==> src/hdl/cpu_alu_with_flags_defines.svh <==
// ----------------------------------------------------------------------------
// cpu_alu_with_flags_defines.svh
// Assertion macros for the 8-bit ALU. Every check is clocked on clk and
// held off while rst_n is low.
// ----------------------------------------------------------------------------
`ifndef CPU_ALU_WITH_FLAGS_DEFINES_SVH
`define CPU_ALU_WITH_FLAGS_DEFINES_SVH

// Checks the consequent in the same cycle as the antecedent.
`define CALU_ASSERT_NOW(label, ante, cons, msg) \
  label: assert property (@(posedge clk) disable iff (!rst_n) (ante) |-> (cons)) \
    else $error(msg);

// Checks the consequent in the cycle after the antecedent.
`define CALU_ASSERT_NEXT(label, ante, cons, msg) \
  label: assert property (@(posedge clk) disable iff (!rst_n) (ante) |=> (cons)) \
    else $error(msg);

`endif

==> src/hdl/calu_pkg.sv <==
`timescale 1ns / 1ps
// ----------------------------------------------------------------------------
// calu_pkg
// Operation codes, flag positions and transfer structs for the 8-bit ALU.
// ----------------------------------------------------------------------------
package calu_pkg;

  // Operation codes
  typedef enum logic [4:0] {
    ACT_ADD    = 5'd0,
    ACT_ADC    = 5'd1,
    ACT_AND    = 5'd2,
    ACT_OR     = 5'd3,
    ACT_XOR    = 5'd4,
    ACT_CP     = 5'd5,
    ACT_INC8   = 5'd6,
    ACT_DEC8   = 5'd7,
    ACT_SWAP   = 5'd8,
    ACT_RLC    = 5'd9,
    ACT_RLCA   = 5'd10,
    ACT_RES    = 5'd11,
    ACT_SET    = 5'd12,
    ACT_BIT    = 5'd13,
    ACT_CCF    = 5'd14,
    ACT_CPL    = 5'd15,
    ACT_INC16  = 5'd16,
    ACT_DEC16  = 5'd17,
    ACT_SP_OFS = 5'd18
  } calu_action_t;

  // Flag bit positions
  localparam int unsigned FLAG_Z = 3;
  localparam int unsigned FLAG_N = 2;
  localparam int unsigned FLAG_H = 1;
  localparam int unsigned FLAG_C = 0;

  typedef struct packed {
    calu_action_t action;
    logic [15:0]  operand_x;
    logic [7:0]   operand_y;
    logic [2:0]   bit_index;
    logic [3:0]   flags_in;
  } calu_in_t;

  typedef struct packed {
    logic [15:0] result;
    logic [3:0]  flags_out;
    logic        write_back;
  } calu_out_t;

  // Packs Z/N/H/C into the flag nibble
  function automatic logic [3:0] mk_flags(input logic z, input logic n,
                                          input logic h, input logic c);
    logic [3:0] f;
    f         = 4'b0000;
    f[FLAG_Z] = z;
    f[FLAG_N] = n;
    f[FLAG_H] = h;
    f[FLAG_C] = c;
    return f;
  endfunction

endpackage

==> src/hdl/calu_core.sv <==
`timescale 1ns / 1ps
// ----------------------------------------------------------------------------
// calu_core
// Combinational datapath: computes result, flags and write-back mark for one
// registered operation.
// ----------------------------------------------------------------------------
module calu_core (
  input  calu_pkg::calu_in_t  op_i,
  output calu_pkg::calu_out_t res_o
);
  import calu_pkg::*;

  logic [7:0]  a;
  logic [7:0]  y;
  logic [3:0]  fi;
  logic        cin;
  logic [8:0]  sum9;
  logic [4:0]  half5;
  logic [8:0]  diff9;
  logic [7:0]  inc8;
  logic [7:0]  dec8;
  logic [7:0]  bmask;
  logic [15:0] inc16;
  logic [15:0] dec16;
  logic [15:0] sp_sum;

  // Shared arithmetic
  assign a      = op_i.operand_x[7:0];
  assign y      = op_i.operand_y;
  assign fi     = op_i.flags_in;
  assign cin    = (op_i.action == ACT_ADC) ? fi[FLAG_C] : 1'b0;
  assign sum9   = {1'b0, a} + {1'b0, y} + {8'd0, cin};
  assign half5  = {1'b0, a[3:0]} + {1'b0, y[3:0]} + {4'd0, cin};
  assign diff9  = {1'b0, a} - {1'b0, y};
  assign inc8   = a + 8'd1;
  assign dec8   = a - 8'd1;
  assign bmask  = 8'd1 << op_i.bit_index;
  assign inc16  = op_i.operand_x + 16'd1;
  assign dec16  = op_i.operand_x - 16'd1;
  assign sp_sum = op_i.operand_x + {{8{y[7]}}, y};

  // Operation select
  always_comb begin
    logic [7:0] r8;
    r8               = 8'd0;
    res_o.result     = op_i.operand_x;
    res_o.flags_out  = fi;
    res_o.write_back = 1'b1;
    unique case (op_i.action) inside
      ACT_ADD, ACT_ADC: begin
        r8              = sum9[7:0];
        res_o.result    = {8'd0, r8};
        res_o.flags_out = mk_flags(r8 == 8'd0, 1'b0, half5[4], sum9[8]);
      end
      ACT_AND: begin
        r8              = a & y;
        res_o.result    = {8'd0, r8};
        res_o.flags_out = mk_flags(r8 == 8'd0, 1'b0, 1'b1, 1'b0);
      end
      ACT_OR: begin
        r8              = a | y;
        res_o.result    = {8'd0, r8};
        res_o.flags_out = mk_flags(r8 == 8'd0, 1'b0, 1'b0, 1'b0);
      end
      ACT_XOR: begin
        r8              = a ^ y;
        res_o.result    = {8'd0, r8};
        res_o.flags_out = mk_flags(r8 == 8'd0, 1'b0, 1'b0, 1'b0);
      end
      ACT_CP: begin
        res_o.write_back = 1'b0;
        res_o.flags_out  = mk_flags(diff9[7:0] == 8'd0, 1'b1,
                                    a[3:0] < y[3:0], diff9[8]);
      end
      ACT_INC8: begin
        res_o.result    = {8'd0, inc8};
        res_o.flags_out = mk_flags(inc8 == 8'd0, 1'b0, a[3:0] == 4'hF, fi[FLAG_C]);
      end
      ACT_DEC8: begin
        res_o.result    = {8'd0, dec8};
        res_o.flags_out = mk_flags(dec8 == 8'd0, 1'b1, a[3:0] == 4'h0, fi[FLAG_C]);
      end
      ACT_SWAP: begin
        r8              = {a[3:0], a[7:4]};
        res_o.result    = {8'd0, r8};
        res_o.flags_out = mk_flags(r8 == 8'd0, 1'b0, 1'b0, 1'b0);
      end
      ACT_RLC: begin
        r8              = {a[6:0], a[7]};
        res_o.result    = {8'd0, r8};
        res_o.flags_out = mk_flags(r8 == 8'd0, 1'b0, 1'b0, a[7]);
      end
      ACT_RLCA: begin
        res_o.result    = {8'd0, a[6:0], a[7]};
        res_o.flags_out = mk_flags(1'b0, 1'b0, 1'b0, a[7]);
      end
      ACT_RES: res_o.result = {8'd0, a & ~bmask};
      ACT_SET: res_o.result = {8'd0, a | bmask};
      ACT_BIT: begin
        res_o.write_back = 1'b0;
        res_o.flags_out  = mk_flags((a & bmask) == 8'd0, 1'b0, 1'b1, fi[FLAG_C]);
      end
      ACT_CCF: begin
        res_o.write_back = 1'b0;
        res_o.flags_out  = mk_flags(fi[FLAG_Z], 1'b0, 1'b0, ~fi[FLAG_C]);
      end
      ACT_CPL: begin
        res_o.result    = {8'd0, ~a};
        res_o.flags_out = mk_flags(fi[FLAG_Z], 1'b1, 1'b1, fi[FLAG_C]);
      end
      ACT_INC16: res_o.result = inc16;
      ACT_DEC16: res_o.result = dec16;
      // cin is zero here, so sum9/half5 are the plain low-byte carries
      ACT_SP_OFS: begin
        res_o.result    = sp_sum;
        res_o.flags_out = mk_flags(1'b0, 1'b0, half5[4], sum9[8]);
      end
      default: res_o.write_back = 1'b0;
    endcase
  end

endmodule

==> src/hdl/cpu_alu_with_flags.sv <==
`timescale 1ns / 1ps
`include "cpu_alu_with_flags_defines.svh"
// ----------------------------------------------------------------------------
// cpu_alu_with_flags
// 8-bit ALU with Z/N/H/C flags, input register -> datapath -> result register.
// ----------------------------------------------------------------------------
// An operation is taken on every clock edge with start high (busy is always
// low), so one operation per cycle is sustained. Its result passes through the
// input register and the result register around the combinational datapath
// and appears on out_item with out_valid high for exactly one cycle. The
// receiver cannot stall: a result not captured in its strobe cycle is gone.
module cpu_alu_with_flags (
  input  logic                clk,
  input  logic                rst_n,
  input  logic                start,
  output logic                busy,
  input  calu_pkg::calu_in_t  in_item,
  output logic                out_valid,
  output calu_pkg::calu_out_t out_item
);
  import calu_pkg::*;

  logic      in_valid_r;
  calu_in_t  in_r;
  calu_out_t core_res;
  logic      out_valid_r;
  calu_out_t out_r;
  logic      no_wb_op;
  logic      keeps_flags_op;

  // Never stalls the issuing side
  assign busy = 1'b0;

  // Input register
  always_ff @(posedge clk) begin
    if (!rst_n) begin
      in_valid_r <= 1'b0;
    end else begin
      in_valid_r <= start;
    end
  end

  always_ff @(posedge clk) begin
    if (start) begin
      in_r <= in_item;
    end
  end

  // Datapath
  calu_core u_core (
    .op_i  (in_r),
    .res_o (core_res)
  );

  // Result register
  always_ff @(posedge clk) begin
    if (!rst_n) begin
      out_valid_r <= 1'b0;
    end else begin
      out_valid_r <= in_valid_r;
    end
  end

  always_ff @(posedge clk) begin
    if (in_valid_r) begin
      out_r <= core_res;
    end
  end

  assign out_valid = out_valid_r;
  assign out_item  = out_r;

  // Operation classes used by the checks
  assign no_wb_op       = in_r.action inside {ACT_CP, ACT_BIT, ACT_CCF};
  assign keeps_flags_op = in_r.action inside {ACT_RES, ACT_SET, ACT_INC16, ACT_DEC16};

  // Checks
  `CALU_ASSERT_NOW(a_result_follows, start && !busy, ##2 out_valid, "lost result")
  `CALU_ASSERT_NOW(a_no_spurious, !start, ##2 !out_valid, "result without transfer")
  `CALU_ASSERT_NEXT(a_no_wb_compare, in_valid_r && no_wb_op, !out_item.write_back, "write-back on test")
  `CALU_ASSERT_NEXT(a_flags_kept, in_valid_r && keeps_flags_op, out_item.flags_out == $past(in_r.flags_in), "flags changed")

endmodule

==> config.mk <==
export PLATFORM = sky130hd
export DESIGN_NAME = cpu_alu_with_flags
export DESIGN_NICKNAME = d
export VERILOG_FILES = /design/src/hdl/calu_pkg.sv /design/src/hdl/calu_core.sv /design/src/hdl/cpu_alu_with_flags.sv
export VERILOG_INCLUDE_DIRS = /design/src /design/src/hdl
export SDC_FILE = /design/constraint.sdc
export NUM_CORES = 1
export LEC_CHECK = 0
export BUFFER_PORTS_ARGS = -buffer_cell sky130_fd_sc_hd__buf_4
export CORE_UTILIZATION = 45
export DETAILED_ROUTE_END_ITERATION = 7
export SYNTH_ARGS = -nofsm -noshare
export SYNTH_HDL_FRONTEND = slang
export SYNTH_SLANG_ARGS = --single-unit
==> constraint.sdc <==
create_clock -name clk -period 7.36 [get_ports clk]
set_input_delay 1.104 -clock clk [delete_from_list [all_inputs] [get_ports clk]]
set_output_delay 1.104 -clock clk [all_outputs]
set_load 0.02 [all_outputs]
==> flow_summary.yaml <==
status:
  status: "complete, but fails checks"
  violations: "design-rule violations"
place:
  dp_hpwl_um: 12600
  io_buffers: 60
  gp_congestion: 0.963
global_routing:
  antenna_found_initial: 0
  grt_usage: 0.279
  grt_overflow: 0
  grt_pass1_vias: 4810
  grt_pass1_wl_um: 26400
  grt_max_degree: 38
logic_synthesis:
  synth.cell_area_um2: 5360
  synth-seq-cells: 59
  synth_cell_types: 84
  synth.avg_cell_area_um2: 8.90
  yosysSeqAreaShare: 0.327
  async_flop_share: 0
  synth_enable_flop_cells: 57
  synthCells: 602
  synth_fp_nets: 688
  synthFlopType: "edfxtp_1"
  synth_warnings: 0
floorplanning:
  dieArea_um2: 12300
  die_w_um: 111
  coreArea_um2: 11500
  dieHeight_um: 111
  num_io_pins: 62
  rows: 39
  start_util: 0.465
layout:
  final_util: 0.530
  final_common_cell: "buf_4"
  layout_common_cells: "buf_4 (64), edfxtp_1 (57), nor2_1 (48), nand2_1 (48), ha_1 (43)"
  drive_above_1_share: 0.152
  synthToLayoutAreaGrowth_pct: 13.9
  nets: 727
  antenna_cells: 0
run:
  max_cap_viol_count: 0
min_path:
  hold_depth: 2
  hold_path_class: "reg2reg"
timing:
  period_share: 0.574
  rsz0062_at_grt: "false"
  finalHoldViolCount: 0
  fin_setup_tns_ns: 0
  maxSlewHeadroom: 0.247
  clock_skew_ns: 0.00972
  setup_viol: 0
  hold_slack_ns: 0.580
  drv_slew: 0
  clock.fmax_ghz: 0.237
  min_period_ns: 4.23
  worst_pin_slew_ns: 1.13
route:
  ant_nets: 0
  drt_pre_antenna_iters: 8
  drtIter0Drc: 474
  vias: 5134
  routed_wl_um: 16900
  routed_via_density: 6.51
  drc: 2
  wire_per_inst_um: 21.4
clocking:
  clock_latency_ns: 0.34
  hold_buffers: 0
  cts_tree: "built"
  post-cts-setup-buffer-count: 0
  cts_root_buf: "clkbuf_16"
  cts_repair_resize_count: 0
  clk_pin_slew_worst_paths_ns: 0.05
  cts_inserted_buffers: 9
  clkSinkCount: 59
  htree_levels: 3
  cts_buffer_depth: 2
power:
  worst_ir_drop_vdd_v: 0.000126
  power_density_nw_per_um2: 191
  finalPower_mw: 1.17
  p_leak_nw: 2.35
critical_path:
  crit_path_start_kind: "register"
  worstSetupPathType: "reg2reg"
  arrival_ns: 4.31
  cp.required_ns: 7.45
  worstSetupEndpointType: "register"
  reg2reg_depth: 9
  crit_fanout: 26
-- kinds of logic after synthesis --
logic type / after synthesis / synth area share
xor gates and xnor gates: 18 / 0.0294
DFF: 59 / 0.327
muxes: 7 / 0.0133
other: 1 / 0.000700
and+or+nand+nor: 214 / 0.211
AOI/OAI and AO/OA: 184 / 0.243
buffers and inverters: 72 / 0.0596
adders and majority gates: 47 / 0.115
-- routing by layer --
metal	track usage	vias to the layer above	share of wire	routed length, um
li1	-	2367	-	-
met1	0.378	2444	0.43	7280
met2	0.439	267	0.45	7670
met3	0.0487	56	0.075	1260
met4	0.120	0	0.041	688
met5	0	-	0	0
-- synthesized netlist by cell type, drive strengths merged, types with 4 or more instances --
| cell type | number | area [um^2] |
|---|---|---|
| a2111oi | 8 | 88.8 |
| nand3 | 21 | 105 |
| buf | 25 | 143 |
| nand2 | 49 | 186 |
| nor2 | 50 | 193 |
| o22ai | 9 | 56.3 |
| xor2 | 4 | 35.0 |
| mux2i | 6 | 60.1 |
| a211oi | 8 | 70.1 |
| clkbuf | 11 | 41.3 |
| nor4 | 10 | 68.8 |
| a21o | 9 | 67.6 |
| o21ai | 34 | 170 |
| edfxtp | 57 | 1710 |
| o211ai | 4 | 30.0 |
| or3 | 6 | 37.5 |
| nand4 | 7 | 43.8 |
| nand3b | 4 | 33.8 |
| a31oi | 10 | 62.6 |
| fa | 4 | 80.1 |
| and2 | 4 | 25.0 |
| xnor2 | 14 | 123 |
| o21a | 6 | 45.0 |
| and3 | 6 | 37.5 |
| inv | 36 | 135 |
| a21oi | 40 | 204 |
| nor2b | 8 | 50.1 |
| o31a | 4 | 35.0 |
| nand2b | 8 | 50.1 |
| nor3 | 21 | 121 |
| a22oi | 4 | 30.0 |
| ha | 43 | 538 |
| o2111ai | 7 | 61.3 |
| a221oi | 5 | 43.8 |
| a211o | 4 | 35.0 |
-- path summary, 6_finish.rpt --
kind	end	from	slack (ns)
max	out_item[19]	in_r[32]	3.13
min	out_item[13]	in_r[23]	0.58
max reg2reg	out_item[19]	in_r[32]	3.13
min reg2reg	out_item[13]	in_r[23]	0.58
-- final cells by class --
cell class,count,area [um^2]
multi-input combinational,471,3280
inverter,36,135
clock inverter,7,45.0
timing repair buffer,64,480
clock buffer,9,225
tap,143,179
fill,1087,5420
sequential,59,1750
-- state kept, by name (all words and copies together), names as in the netlist --
register / cells
in_r: 36
out_item: 21
in_valid_r: 1
out_valid: 1
-- per-stage QoR --
stage                     worst slack [ns]  instance area, um^2  cells
after CTS                             3.18                 6100    789
after global routing                  2.79                 6100    789
after floorplan                       4.21                 5360    602
after detailed placement              3.20                 5830    773
final                                 3.13                 6100    789
after global placement                3.46                 5830    773
-- where the power goes --
| part | leakage (nW) | switching [mW] | internal (mW) |
|---|---|---|---|
| Clock | 0.123 | 0.155 | 0.225 |
| Combinational | 1.67 | 0.198 | 0.134 |
| Sequential | 0.561 | 0.0475 | 0.406 |
-- critical path, cell delays in order, from the launching register on --
cell      delay (ns)
edfxtp_1        0.86
nor2b_1         0.56
nand2_1         0.15
a21oi_2         0.57
ha_1            0.42
a21oi_1         0.29
o21ai_0         0.22
o311ai_0        0.49
nand3_1         0.14
a32o_1          0.26
(Power assumes the default switching activity.)
